===== src/rtl/sfr_pkg.sv =====
// ----------------------------------------------------------------------------
// Stream find and replace package
// Shared types, register indexes and sizing constants.
// ----------------------------------------------------------------------------
package sfr_pkg;

	localparam int MAX_PATTERN_DEF = 16;
	localparam int WIN_DEPTH       = 16;
	localparam int FILL_W          = 5;
	localparam int CFG_IDX_W       = 3;
	localparam int CFG_DATA_W      = 64;
	localparam int SUB_IDX_W       = 4;

	localparam logic [CFG_IDX_W-1:0] REG_PATTERN_LOW    = 3'd0;
	localparam logic [CFG_IDX_W-1:0] REG_PATTERN_HIGH   = 3'd1;
	localparam logic [CFG_IDX_W-1:0] REG_PATTERN_LENGTH = 3'd2;
	localparam logic [CFG_IDX_W-1:0] REG_SUBST_LOW      = 3'd3;
	localparam logic [CFG_IDX_W-1:0] REG_SUBST_HIGH     = 3'd4;
	localparam logic [CFG_IDX_W-1:0] REG_SUBST_LENGTH   = 3'd5;
	localparam logic [CFG_IDX_W-1:0] REG_EVERY_MATCH    = 3'd6;

	typedef struct packed {
		logic [7:0] in_byte;
		logic       in_last;
	} sfr_in_t;

	typedef struct packed {
		logic [7:0] out_byte;
		logic       out_has_byte;
		logic       out_last;
	} sfr_out_t;

	typedef struct packed {
		logic              ins;
		logic              shift;
		logic [FILL_W-1:0] fill;
		logic [7:0]        new_byte;
	} sfr_cell_ctl_t;

	typedef enum logic [1:0] {
		ST_RUN,
		ST_SUBST,
		ST_FLUSH,
		ST_MARK
	} sfr_state_t;

endpackage


===== src/rtl/sfr_stream_if.sv =====
// ----------------------------------------------------------------------------
// Stream channel interface
// Valid and ready handshake with a typed payload.
// ----------------------------------------------------------------------------
interface sfr_stream_if #(
	parameter type T = logic [7:0]
) ();
	logic valid;
	logic ready;
	T     payload;

	modport source (output valid, output payload, input ready);
	modport sink   (input valid, input payload, output ready);
endinterface


===== src/rtl/sfr_cell.sv =====
// ----------------------------------------------------------------------------
// Window cell
// Holds one window byte, loads from its right neighbor or the incoming byte,
// and reports whether its position agrees with the pattern.
// ----------------------------------------------------------------------------
module sfr_cell #(
	parameter int IDX = 0
) (
	input  logic                  clk,
	input  sfr_pkg::sfr_cell_ctl_t ctl,
	input  logic [7:0]            pat_byte,
	input  logic [7:0]            right_byte,
	output logic [7:0]            byte_q,
	output logic                  match
);
	import sfr_pkg::*;

	localparam logic [FILL_W-1:0] POS      = FILL_W'(IDX);
	localparam logic [FILL_W-1:0] POS_NEXT = FILL_W'(IDX + 1);

	always_ff @(posedge clk) begin
		if (ctl.shift) begin
			byte_q <= (ctl.ins && (ctl.fill == POS_NEXT)) ? ctl.new_byte : right_byte;
		end else if (ctl.ins && (ctl.fill == POS)) begin
			byte_q <= ctl.new_byte;
		end
	end

	always_comb begin
		if (POS < ctl.fill) begin
			match = (byte_q == pat_byte);
		end else if (POS == ctl.fill) begin
			match = (ctl.new_byte == pat_byte);
		end else begin
			match = 1'b1;
		end
	end
endmodule


===== src/rtl/stream_find_replace_unit.sv =====
// ----------------------------------------------------------------------------
// Stream find and replace unit
// Replaces occurrences of a configured byte pattern in a byte stream.
// ----------------------------------------------------------------------------
// Source bytes enter on the ingress channel, one byte per transfer, with
// in_last on the final byte of a string. Results leave on the egress channel.
// Pattern, replacement and mode are set through the write port; the user
// must do so only while idle, as the block does not enforce it. A result
// appears in the cycle after the transfer that causes it, from the egress
// register. One byte per cycle is taken while no burst is pending and egress
// is not stalled. A match with an n-byte replacement sends its n bytes; the
// end of a string flushes the buffered bytes, then the end marker, or only
// the marker when nothing is buffered. All results pass through the single
// egress register, which takes one result per cycle unless egress is stalled;
// then the result holds and ingress ready stays low. Reset empties the window,
// clears the first-only flag and loads the register reset values.
// ----------------------------------------------------------------------------
module stream_find_replace_unit #(
	parameter int MAX_PATTERN = sfr_pkg::MAX_PATTERN_DEF
) (
	input  logic                             clk,
	input  logic                             arst_n,
	sfr_stream_if.sink                       ingress,
	sfr_stream_if.source                     egress,
	input  logic                             cfg_we,
	input  logic [sfr_pkg::CFG_IDX_W-1:0]    cfg_index,
	input  logic [sfr_pkg::CFG_DATA_W-1:0]   cfg_data
);
	import sfr_pkg::*;

	localparam int NCELL = (MAX_PATTERN < WIN_DEPTH) ? MAX_PATTERN : WIN_DEPTH;

	logic [127:0]          pat_q;
	logic [127:0]          sub_q;
	logic [FILL_W-1:0]     len_q;
	logic [FILL_W-1:0]     slen_q;
	logic                  every_q;
	logic                  rep_q;
	logic                  rep_d;
	logic                  lastp_q;
	logic                  lastp_d;
	logic [FILL_W-1:0]     fill_q;
	logic [FILL_W-1:0]     fill_d;
	logic [SUB_IDX_W-1:0]  sub_idx_q;
	logic [SUB_IDX_W-1:0]  sub_idx_d;
	sfr_state_t            state_q;
	sfr_state_t            state_d;
	logic                  out_valid_q;
	sfr_out_t              out_q;
	sfr_out_t              out_d;
	logic                  emit;
	logic                  load;
	logic                  acc;
	logic                  full;
	logic                  hit;
	logic                  sub_end;
	logic [7:0]            oldest;
	logic [7:0]            sub_byte;
	logic [FILL_W-1:0]     cfg_len;
	logic [FILL_W-1:0]     cfg_slen;
	sfr_in_t               in_item;
	sfr_cell_ctl_t         cell_ctl;
	logic [7:0]            cell_byte [NCELL];
	logic [7:0]            right_w   [NCELL];
	logic [NCELL-1:0]      match_w;

	assign in_item = ingress.payload;
	assign load    = !out_valid_q || egress.ready;
	assign acc     = ingress.valid && ingress.ready;
	assign full    = ((fill_q + FILL_W'(1)) == len_q);
	assign hit     = full && (&match_w) && (every_q || !rep_q);
	assign sub_end = ((FILL_W'(sub_idx_q) + FILL_W'(1)) == slen_q);
	assign oldest  = (fill_q == '0) ? in_item.in_byte : cell_byte[0];
	assign sub_byte = sub_q[{sub_idx_q, 3'b000} +: 8];

	assign egress.valid   = out_valid_q;
	assign egress.payload = out_q;

	always_comb begin
		cfg_len = cfg_data[FILL_W-1:0];
		if (cfg_len == '0) begin
			cfg_len = FILL_W'(1);
		end else if (cfg_len > FILL_W'(NCELL)) begin
			cfg_len = FILL_W'(NCELL);
		end
		cfg_slen = cfg_data[FILL_W-1:0];
		if (cfg_slen > FILL_W'(16)) begin
			cfg_slen = FILL_W'(16);
		end
	end

	always_ff @(posedge clk or negedge arst_n) begin
		if (!arst_n) begin
			pat_q   <= '0;
			sub_q   <= '0;
			len_q   <= FILL_W'(1);
			slen_q  <= '0;
			every_q <= 1'b1;
		end else if (cfg_we) begin
			case (cfg_index)
				REG_PATTERN_LOW:    pat_q[63:0]   <= cfg_data;
				REG_PATTERN_HIGH:   pat_q[127:64] <= cfg_data;
				REG_PATTERN_LENGTH: len_q         <= cfg_len;
				REG_SUBST_LOW:      sub_q[63:0]   <= cfg_data;
				REG_SUBST_HIGH:     sub_q[127:64] <= cfg_data;
				REG_SUBST_LENGTH:   slen_q        <= cfg_slen;
				REG_EVERY_MATCH:    every_q       <= cfg_data[0];
				default: ;
			endcase
		end
	end

	for (genvar g = 0; g < NCELL; g++) begin : g_cell
		if (g < NCELL - 1) begin : g_mid
			assign right_w[g] = cell_byte[g + 1];
		end else begin : g_end
			assign right_w[g] = in_item.in_byte;
		end

		sfr_cell #(
			.IDX(g)
		) u_cell (
			.clk        (clk),
			.ctl        (cell_ctl),
			.pat_byte   (pat_q[8*g +: 8]),
			.right_byte (right_w[g]),
			.byte_q     (cell_byte[g]),
			.match      (match_w[g])
		);
	end

	always_comb begin
		state_d = state_q;
		case (state_q)
			ST_RUN: begin
				if (acc) begin
					if (hit && (slen_q > FILL_W'(1))) begin
						state_d = ST_SUBST;
					end else if (in_item.in_last) begin
						if (!hit && (!full || (fill_q != '0))) begin
							state_d = ST_FLUSH;
						end else begin
							state_d = ST_MARK;
						end
					end
				end
			end
			ST_SUBST: begin
				if (load && sub_end) begin
					state_d = lastp_q ? ST_MARK : ST_RUN;
				end
			end
			ST_FLUSH: begin
				if (load && (fill_q == FILL_W'(1))) begin
					state_d = ST_MARK;
				end
			end
			ST_MARK: begin
				if (load) begin
					state_d = ST_RUN;
				end
			end
			default: state_d = ST_RUN;
		endcase
	end

	always_comb begin
		ingress.ready     = 1'b0;
		emit              = 1'b0;
		out_d             = '0;
		cell_ctl.ins      = 1'b0;
		cell_ctl.shift    = 1'b0;
		cell_ctl.fill     = fill_q;
		cell_ctl.new_byte = in_item.in_byte;
		fill_d            = fill_q;
		rep_d             = rep_q;
		sub_idx_d         = sub_idx_q;
		lastp_d           = lastp_q;
		case (state_q)
			ST_RUN: begin
				ingress.ready = load;
				if (acc) begin
					lastp_d      = in_item.in_last;
					cell_ctl.ins = 1'b1;
					if (hit) begin
						fill_d = '0;
						rep_d  = 1'b1;
						if (slen_q != '0) begin
							emit               = 1'b1;
							out_d.out_byte     = sub_q[7:0];
							out_d.out_has_byte = 1'b1;
							sub_idx_d          = SUB_IDX_W'(1);
						end
					end else if (full) begin
						cell_ctl.shift     = 1'b1;
						emit               = 1'b1;
						out_d.out_byte     = oldest;
						out_d.out_has_byte = 1'b1;
					end else begin
						fill_d = fill_q + FILL_W'(1);
					end
					if (in_item.in_last) begin
						rep_d = 1'b0;
					end
				end
			end
			ST_SUBST: begin
				if (load) begin
					emit               = 1'b1;
					out_d.out_byte     = sub_byte;
					out_d.out_has_byte = 1'b1;
					sub_idx_d          = sub_idx_q + SUB_IDX_W'(1);
				end
			end
			ST_FLUSH: begin
				if (load) begin
					emit               = 1'b1;
					out_d.out_byte     = cell_byte[0];
					out_d.out_has_byte = 1'b1;
					cell_ctl.shift     = 1'b1;
					fill_d             = fill_q - FILL_W'(1);
				end
			end
			ST_MARK: begin
				if (load) begin
					emit           = 1'b1;
					out_d.out_last = 1'b1;
				end
			end
			default: ;
		endcase
	end

	always_ff @(posedge clk or negedge arst_n) begin
		if (!arst_n) begin
			state_q     <= ST_RUN;
			fill_q      <= '0;
			rep_q       <= 1'b0;
			lastp_q     <= 1'b0;
			sub_idx_q   <= '0;
			out_valid_q <= 1'b0;
		end else begin
			state_q   <= state_d;
			rep_q     <= rep_d;
			lastp_q   <= lastp_d;
			sub_idx_q <= sub_idx_d;
			if (cfg_we && (cfg_index == REG_PATTERN_LENGTH)) begin
				fill_q <= '0;
			end else begin
				fill_q <= fill_d;
			end
			if (load) begin
				out_valid_q <= emit;
			end
		end
	end

	always_ff @(posedge clk) begin
		if (load && emit) begin
			out_q <= out_d;
		end
	end
endmodule


===== src/flat_wrapper.sv =====
// flat-port wrapper written by rule: the top's interface ports become plain ports
module stream_find_replace_unit_flat import sfr_pkg::*;
#(
	parameter int MAX_PATTERN = sfr_pkg::MAX_PATTERN_DEF
)
  (clk, arst_n, cfg_we, cfg_index, cfg_data, ingress_valid, ingress_payload, ingress_ready, egress_valid, egress_payload, egress_ready);
  sfr_stream_if ingress_i ();
  sfr_stream_if egress_i ();
  input  logic clk;
  input  logic arst_n;
  input  logic cfg_we;
  input  logic [sfr_pkg::CFG_IDX_W-1:0] cfg_index;
  input  logic [sfr_pkg::CFG_DATA_W-1:0] cfg_data;
  input wire logic [$bits(ingress_i.valid)-1:0] ingress_valid;
  input wire logic [$bits(ingress_i.payload)-1:0] ingress_payload;
  output wire logic [$bits(ingress_i.ready)-1:0] ingress_ready;
  output wire logic [$bits(egress_i.valid)-1:0] egress_valid;
  output wire logic [$bits(egress_i.payload)-1:0] egress_payload;
  input wire logic [$bits(egress_i.ready)-1:0] egress_ready;
  assign ingress_i.valid = ingress_valid;
  assign ingress_i.payload = ingress_payload;
  assign ingress_ready = ingress_i.ready;
  assign egress_valid = egress_i.valid;
  assign egress_payload = egress_i.payload;
  assign egress_i.ready = egress_ready;
  stream_find_replace_unit #(.MAX_PATTERN(MAX_PATTERN)) u_core (.clk(clk), .arst_n(arst_n), .ingress(ingress_i), .egress(egress_i), .cfg_we(cfg_we), .cfg_index(cfg_index), .cfg_data(cfg_data));
endmodule

===== config.mk =====
export PLATFORM = sky130hd
export DESIGN_NAME = stream_find_replace_unit_flat
export DESIGN_NICKNAME = d
export VERILOG_FILES = /design/src/rtl/sfr_pkg.sv /design/src/rtl/sfr_stream_if.sv /design/src/rtl/sfr_cell.sv /design/src/rtl/stream_find_replace_unit.sv /design/src/flat_wrapper.sv
export SDC_FILE = /design/constraint.sdc
export NUM_CORES = 1
export LEC_CHECK = 0
export ABC_CLOCK_PERIOD_IN_PS = 6500
export BUFFER_PORTS_ARGS = -buffer_cell sky130_fd_sc_hd__buf_2
export CAP_MARGIN = 20
export CELL_PAD_IN_SITES_DETAIL_PLACEMENT = 0
export CELL_PAD_IN_SITES_GLOBAL_PLACEMENT = 1
export CORE_ASPECT_RATIO = 0.7
export CORE_MARGIN = 5
export CORE_UTILIZATION = 35
export CTS_CLUSTER_DIAMETER = 50
export DETAILED_ROUTE_END_ITERATION = 8
export HOLD_SLACK_MARGIN = 0.15
export PLACE_DENSITY = 0.68
export REMOVE_ABC_BUFFERS = 1
export SLEW_MARGIN = 20
export SYNTH_ARGS = -nofsm -noshare
export SYNTH_HDL_FRONTEND = slang
export SYNTH_HIERARCHICAL = 1
export SYNTH_SLANG_ARGS = --single-unit
export TNS_END_PERCENT = 20

===== constraint.sdc =====
create_clock -name clk -period 6.5 [get_ports clk]
set_input_delay 0.65 -clock clk [delete_from_list [all_inputs] [get_ports clk]]
set_output_delay 0.65 -clock clk [all_outputs]
set_load 0.01 [all_outputs]

==> run metrics, run 1 <==
ys async rst share 64.7%; TritonCTS buffer count 40; Total GRT Usage 19.3%; CTS tree done; #FFs+latches synth 385; P_leak 9.09 nW; Die W 297 µm; min-delay worst type input port to async pin; crit path launch type flip-flop; WP data arrival 4630 ps; Slew headroom 30.7%; number of port buffers 89; area of the die 62700 µm²; kind of critical path flip-flop to flip-flop; max-slew violations 0; largest net degree at the start of global routing 157; skew final 19.4 ps; remaining design rule violation count 0; gpl congestion 0.844; first-pass GRT wire length 91700 µm; Seq/Total Area, Yosys 51.0%; Final #Nets 1739; row count 73; WL final 61600 µm; crit path max fanout 19; post-cts hold buffer count 0; Antenna diodes 0; post-layout util 40.7%; CTS Buffer Depth 3; GR peak layer met1; Routed Antenna Nets 0; max-cap viol count 0; I/O pins 90; prevailing post-synth register cell dfrtp_1; WP data required 6780 ps; Post-DP HPWL 44100 µm; critical path capture point type flip-flop; proportion of layout cells with a drive suffix above 1 35.7%; initial drt markers 1136; vias post-DR 13200; Initial Util 35.5%; clock transition at the registers of the reported paths 70 ps; Yosys cell types 85; total power divided by cell area 410 nW/µm²; synthesized area 20200 µm²; setup repair bufs after CTS 0; status completed; initial antenna violation count 2; clk sink count 385; cell taking the most area after synthesis dfrtp_1; fin crit period 4350 ps; post_cts resized 0; number of global-route vias before repair 13500; RSZ-0062 raised after global routing no; Power Total 9.51 mW; FMAX 230 MHz; GRT overflow 0; met3 Usage GRT 4.16%; Peak VDD IR 0.000202 V; grt met1 use 29.3%; GR Layer Usage met2 28.3%; Tightest Pin Transition 1040 ps; Post-synth EDFFs 136; R2R setup slack 2150 ps; cells after synthesis 1501; final hold vios 0; CTS H-tree depth 2; setup violators final 0; cells on worst reg2reg path 12; Core ar. 57000 µm²; Final Instance Area 23200 µm²; R2R Path Start u_core/fill_q[3]; Vias/cell 5.44; clk_lat worst skew 540 ps; drt first pass iters 5; Worst R2R End u_core/g_cell[14].u_cell/byte_q[5]; synthesis-to-finish area growth 14.8%; Die Ht 211 µm; Avg Cell Area, Syn 13.5 µm²; period utilisation layout 67.0%; post-synth top area share 30.6%; setup TNS 0 ps; clock root buffer clkbuf_16; DR WL/cell 25.3 µm; Synth area leaders dfrtp_1 (31%), edfxtp_1 (20%), mux2_2 (20%); Placed Area 21900 µm²; Ys Warns 6
==> how the worst max path moves through the flow <==
stage	start	end	slack [ps]	cells past startpoint
6_report	u_core/fill_q[3]	u_core/g_cell[14].u_cell/byte_q[5]	2150	12
3_5_place_dp	ingress_payload[1]	u_core/g_cell[1].u_cell/byte_q[1]	1850	14
5_1_grt	u_core/fill_q[3]	u_core/g_cell[14].u_cell/byte_q[6]	1840	11
3_3_place_gp	ingress_payload[1]	u_core/g_cell[1].u_cell/byte_q[4]	1890	14
2_1_floorplan	cfg_index[2]	u_core/pat_q[100]	270	3
4_1_cts	u_core/fill_q[4]	u_core/g_cell[14].u_cell/byte_q[5]	2170	13
==> cells in the final DEF, fill, tap and decap left out, drive strengths merged, types with 23 or more instances in the layout <==
master  instances
mux2          354
dfrtp         247
xor2          212
edfxtp        136
buf           120
nand2          60
nor4           57
xnor2          56
clkbuf         56
o21ai          39
conb           33
mux2i          30
nor2           23
==> cell type report <==
class	instances	area [µm²]
Fill cell	5360	33800
Sequential cell	385	10300
Multi-Input combinational cell	1095	9820
Clock buffer	56	1170
Tap cell	750	938
Timing Repair Buffer	120	726
Clock inverter	15	166
Inverter	13	48.8
==> cell families after synthesis <==
kind of cell | share of synthesized area [%]
other cells | 0.0186
flops | 51.0
mux | 22.5
simple gates | 6.96
fa+ha+maj | 0.248
xor+xnor | 11.6
buf+inv | 1.11
compound gates | 6.45
==> worst max-delay path, stage by stage, from the launching register on <==
cell and delay (ps):
dfrtp_1 800, buf_4 430, nand2b_1 170, nor3_1 300, a21oi_1 200, nand4_1 170, nor2_1 70, and3_1 250
or3_1 430, o21ai_4 240, inv_1 210, a41oi_4 380, mux2_2 390
==> flip-flops by register name, summed over array words and instances, names as in the netlist <==
register,count
u_core/sub_q,96
u_core/state_q,2
u_core/g_cell.u_cell/byte_q,128
u_core/len_q,5
u_core/fill_q,5
u_core/lastp_q,1
u_core/egress.valid,1
u_core/pat_q,128
u_core/sub_idx_q,4
u_core/every_q,1
u_core/slen_q,5
u_core/egress.payload,8
u_core/rep_q,1
==> synth_stat cells (5+ instances only) <==
master / n
a21o_1: 12
a21oi_1: 19
a221o_1: 7
a22oi_1: 19
a31oi_1: 6
buf_1: 5
buf_2: 12
clkbuf_1: 21
dfrtp_1: 247
edfxtp_1: 136
inv_1: 13
mux2_2: 354
mux2i_1: 30
mux4_2: 12
nand2_1: 57
nand2b_1: 14
nand3_1: 17
nand4_1: 15
nor2_1: 22
nor2b_1: 11
nor3_1: 9
nor4_1: 56
o21ai_0: 26
o21ai_1: 5
o21ai_4: 8
o31ai_1: 5
xnor2_1: 56
xor2_1: 212
==> layer usage <==
layer	up-vias	share of wire [%]
li1	5866	-
met1	6904	49
met2	397	42
met3	74	7.1
met4	2	1.9
met5	-	0.021
==> report_power, final <==
part	internal (mW)	leakage (nW)	switching (mW)
combinational	1.41	4.15	1.63
clock	1.39	0.669	0.989
sequential	3.36	4.27	0.725
total	6.16	9.09	3.35
==> per-stage QoR <==
step           worst slack [ps]  hold slack [ps]  std cells
2_1_floorplan               270              354       1493
3_3_place_gp               1890              481       2363
3_5_place_dp               1850              485       2363
4_1_cts                    2170              160       2434
5_1_grt                    1840              165       2434
6_report                   2150             96.7       2434
Note: power is estimated with default switching activity, not from simulation.
==> run 2, diff against run 1 <==
--- a/config.mk
+++ b/config.mk
@@ -5,7 +5,8 @@
 export SDC_FILE = /design/constraint.sdc
 export NUM_CORES = 1
 export LEC_CHECK = 0
-export ABC_CLOCK_PERIOD_IN_PS = 6500
+export ABC_AREA = 1
+export ABC_CLOCK_PERIOD_IN_PS = 4100
 export BUFFER_PORTS_ARGS = -buffer_cell sky130_fd_sc_hd__buf_2
 export CAP_MARGIN = 20
 export CELL_PAD_IN_SITES_DETAIL_PLACEMENT = 0
@@ -16,7 +17,7 @@
 export CTS_CLUSTER_DIAMETER = 50
 export DETAILED_ROUTE_END_ITERATION = 8
 export HOLD_SLACK_MARGIN = 0.15
-export PLACE_DENSITY = 0.68
+export PLACE_DENSITY = 0.73
 export REMOVE_ABC_BUFFERS = 1
 export SLEW_MARGIN = 20
 export SYNTH_ARGS = -nofsm -noshare
==> constraint.sdc (replaced) <==
create_clock -name clk -period 4.1 [get_ports clk]
set_input_delay 0.41 -clock clk [delete_from_list [all_inputs] [get_ports clk]]
set_output_delay 0.41 -clock clk [all_outputs]
set_load 0.01 [all_outputs]
==> run metrics, run 2 <==
Slew headroom 28.1% (was 30.7%); max-cap viol count 0 (unchanged); Antenna diodes 0 (unchanged); clock root buffer clkbuf_16 (unchanged); CTS H-tree depth 2 (unchanged); crit path max fanout 23 (was 19); Total GRT Usage 21.2% (was 19.3%); clk_lat worst skew 590 ps (was 540 ps); proportion of layout cells with a drive suffix above 1 12.1% (was 35.7%); Vias/cell 4.91 (was 5.44); crit path launch type flip-flop (unchanged); min-delay worst type input port to flip-flop (was input port to async pin); FMAX 263 MHz (was 230 MHz); Placed Area 23600 µm² (was 21900 µm²); P_leak 11.9 nW (was 9.09 nW); Core ar. 62800 µm² (was 57000 µm²); Critical Path Sink u_core/g_cell[15].u_cell/byte_q[7] (was u_core/g_cell[14].u_cell/byte_q[5]); setup violators final 0 (unchanged); Peak VDD IR 0.000286 V (was 0.000202 V); Die W 310 µm (was 297 µm); critical path capture point type flip-flop (unchanged); Die Ht 220 µm (was 211 µm); final hold vios 0 (unchanged); row count 77 (was 73); clk sink count 385 (unchanged); kind of critical path flip-flop to flip-flop (unchanged); remaining design rule violation count 0 (unchanged); WP data arrival 4010 ps (was 4630 ps); R2R Path Start u_core/fill_q[0] (was u_core/fill_q[3]); cells on worst reg2reg path 14 (was 12); initial antenna violation count 1 (was 2); most frequent cells in the layout nand2_1 (873), inv_1 (365), o21ai_0 (324), nor2_1 (246), dfrtp_1 (245) (was mux2_2 (354), dfrtp_1 (244), xor2_1 (212), edfxtp_1 (136), buf_2 (88)); Yosys cell types 54 (was 85); R2R setup slack 300 ps (was 2150 ps); vias post-DR 18900 (was 13200); max-slew violations 0 (unchanged); DR WL/cell 19.0 µm (was 25.3 µm); dpl ws 72.6 ps (was 1850 ps); gpl congestion 0.852 (was 0.844); Reg area 10300 µm² (about the same); prevailing post-synth register cell dfrtp_1 (unchanged); Post-synth top cells nand2_1 (877), inv_1 (365), o21ai_0 (324) (was mux2_2 (354), dfrtp_1 (247), xor2_1 (212)); Avg Cell Area, Syn 7.78 µm² (was 13.5 µm²); number of global-route vias before repair 17700 (was 13500); post-synth top area share 28.0% (was 30.6%); first-pass GRT wire length 110000 µm (was 91700 µm); final worst slack 303 ps (was 2150 ps); number of port buffers 89 (unchanged); Worst R2R End u_core/g_cell[15].u_cell/byte_q[7] (was u_core/g_cell[14].u_cell/byte_q[5]); status completed (unchanged); critical path's most frequent cell nand2_1; worst hold stages 3; Ys Warns 6 (unchanged); CTS tree done (unchanged); RSZ-0062 raised after global routing no (unchanged); CP Launch Point u_core/fill_q[0] (was u_core/fill_q[3]); Post-DP HPWL 52000 µm (was 44100 µm); I/O pins 90 (unchanged); setup repair bufs after CTS 0 (unchanged); area of the die 68200 µm² (was 62700 µm²); drt first pass iters 6 (was 5); fin crit period 3800 ps (was 4350 ps); total power divided by cell area 648 nW/µm² (was 410 nW/µm²); slowest library cell on the worst path dfrtp_2 (was dfrtp_1); Fillers 6437 (was 5360); Initial Util 35.1% (was 35.5%); CP Cell Sequence inv_2 -> ha_1 -> inv_1 -> nand2_1 -> nand2_1 -> nor2_2 -> nand3_2 -> nor2_4 -> nand2_4 -> nor2_2 -> nand2_1 -> nand2_2 -> buf_12 -> o21bai_1 (was buf_4 -> nand2b_1 -> nor3_1 -> a21oi_1 -> nand4_1 -> nor2_1 -> and3_1 -> or3_1 -> o21ai_4 -> inv_1 -> a41oi_4 -> mux2_2); Tightest Pin Transition 1070 ps (was 1040 ps); cell taking the most area after synthesis dfrtp_1 (unchanged); biggest regs u_core/g_cell.u_cell/byte_q (128), u_core/pat_q (128), u_core/sub_q (96) (unchanged); cells after synthesis 2833 (was 1501); Post-synth EDFFs 136 (unchanged); CP max stage delay 830 ps (was 800 ps); Synth area leaders dfrtp_1 (28%), edfxtp_1 (19%), nand2_1 (15%) (was dfrtp_1 (31%), edfxtp_1 (20%), mux2_2 (20%)); clock transition at the registers of the reported paths 60 ps (was 70 ps); GRT overflow 0 (unchanged); Final #Nets 3061 (was 1739); CTS Buffer Depth 3 (unchanged); WP data required 4320 ps (was 6780 ps); ys async rst share 64.7% (unchanged); #FFs+latches synth 385 (unchanged); Routed Antenna Nets 0 (unchanged); Seq/Total Area, Yosys 46.8% (was 51.0%); synthesis-to-finish area growth 14.7% (was 14.8%); multi-input logic area 10000 µm² (was 9820 µm²); WL final 72800 µm (was 61600 µm); initial drt markers 1984 (was 1136); most frequent cell after synthesis nand2_1 (was mux2_2); Final Instance Area 25300 µm² (was 23200 µm²); most common cell after layout, fill and taps aside nand2_1 (was mux2_2); largest net degree at the start of global routing 97 (was 157); TritonCTS buffer count 44 (was 40); synthesized area 22100 µm² (was 20200 µm²); period utilisation layout 92.6% (was 67.0%); skew final 23.4 ps (was 19.4 ps)
## run 2: cell types whose count changed in the layout (fill, tap and decap cells not counted), moves of 30 or more
| cell | change |
|---|---|
| nand2_1 | +816 |
| mux2_2 | -354 |
| inv_1 | +352 |
| o21ai_0 | +300 |
| nor2_1 | +224 |
| xor2_1 | -189 |
| xnor2_1 | +79 |
| nand3_1 | +78 |
| nor4_1 | -54 |
| a21oi_1 | +43 |
| mux2i_1 | -30 |
| nand2_2 | +30 |
## run 2: cell type report
type                       instances  share of cell area [%]
clock buffer                      58                    4.96
timing repair buffer             148                    4.31
tap                              829                    4.10
inverter                         376                    5.58
clock inverter                    24                   0.707
multi-input combinational       2022                    39.6
sequential                       385                    40.8
## run 2: metal layers
| layer | share of wire (%) | global-route usage [%] |
|---|---|---|
| met5 | 0 | 0 |
| met4 | 1.8 | 4.58 |
| met3 | 8.2 | 4.70 |
| met2 | 41 | 30.6 |
| met1 | 49 | 32.4 |
## run 2: stage by stage
step	setup TNS [ps]	instances	hold slack [ps]	total power [mW]	utilization (%)
2_1_floorplan	-110390	2783	114	10.2	-
3_5_place_dp	0	3738	467	12.4	37.6
3_3_place_gp	0	3738	461	12.3	37.6
5_1_grt	0	3842	181	17.5	40.3
6_report	0	3842	171	16.4	40.3
4_1_cts	0	3842	154	16.4	40.3
## run 2: what timing repair did
item | 4_1_cts | 5_1_grt
resized for setup | 0 | 1
setup endpoints to repair | 0 | 180
hold buffers | 22 | 0
hold endpoints to repair | 116 | 0
## run 2: worst min path at each step
stage / start / slack, ps / end
2_1_floorplan: arst_n / 110 / u_core/egress.valid
3_3_place_gp: u_core/sub_q[107] / 460 / u_core/sub_q[107]
3_5_place_dp: u_core/sub_q[108] / 470 / u_core/sub_q[108]
4_1_cts: ingress_payload[0] / 150 / u_core/lastp_q
5_1_grt: cfg_data[51] / 180 / u_core/pat_q[115]
6_report: cfg_data[7] / 170 / u_core/pat_q[7]
## run 2: report_power, final
part,leakage [nW],switching [mW],internal (mW)
registers,4.40,1.16,5.33
clock network,0.712,1.71,2.24
logic,6.82,3.90,2.06
total,11.9,6.76,9.63
## run 2: kinds of logic (layout without fill, tap and decap cells)
kind of cell	after synthesis	in the layout	share of synthesized area, %
fa+ha+maj	4	4	0.227
xor+xnor	158	158	6.27
compound gates	480	480	12.5
other cells	1	36	0.0170
simple gates	1344	1344	25.6
buf+inv	461	606	8.57
flops	385	385	46.8
## run 2: worst max-delay path: cells and delay by family, from the launching register on
family                     cells  cell delay [ps]
and+or+nand+nor                9             1340
DFF                            1              830
buffers and inverters          3              500
adders and majority gates      1              360
AOI/OAI and AO/OA              1              360
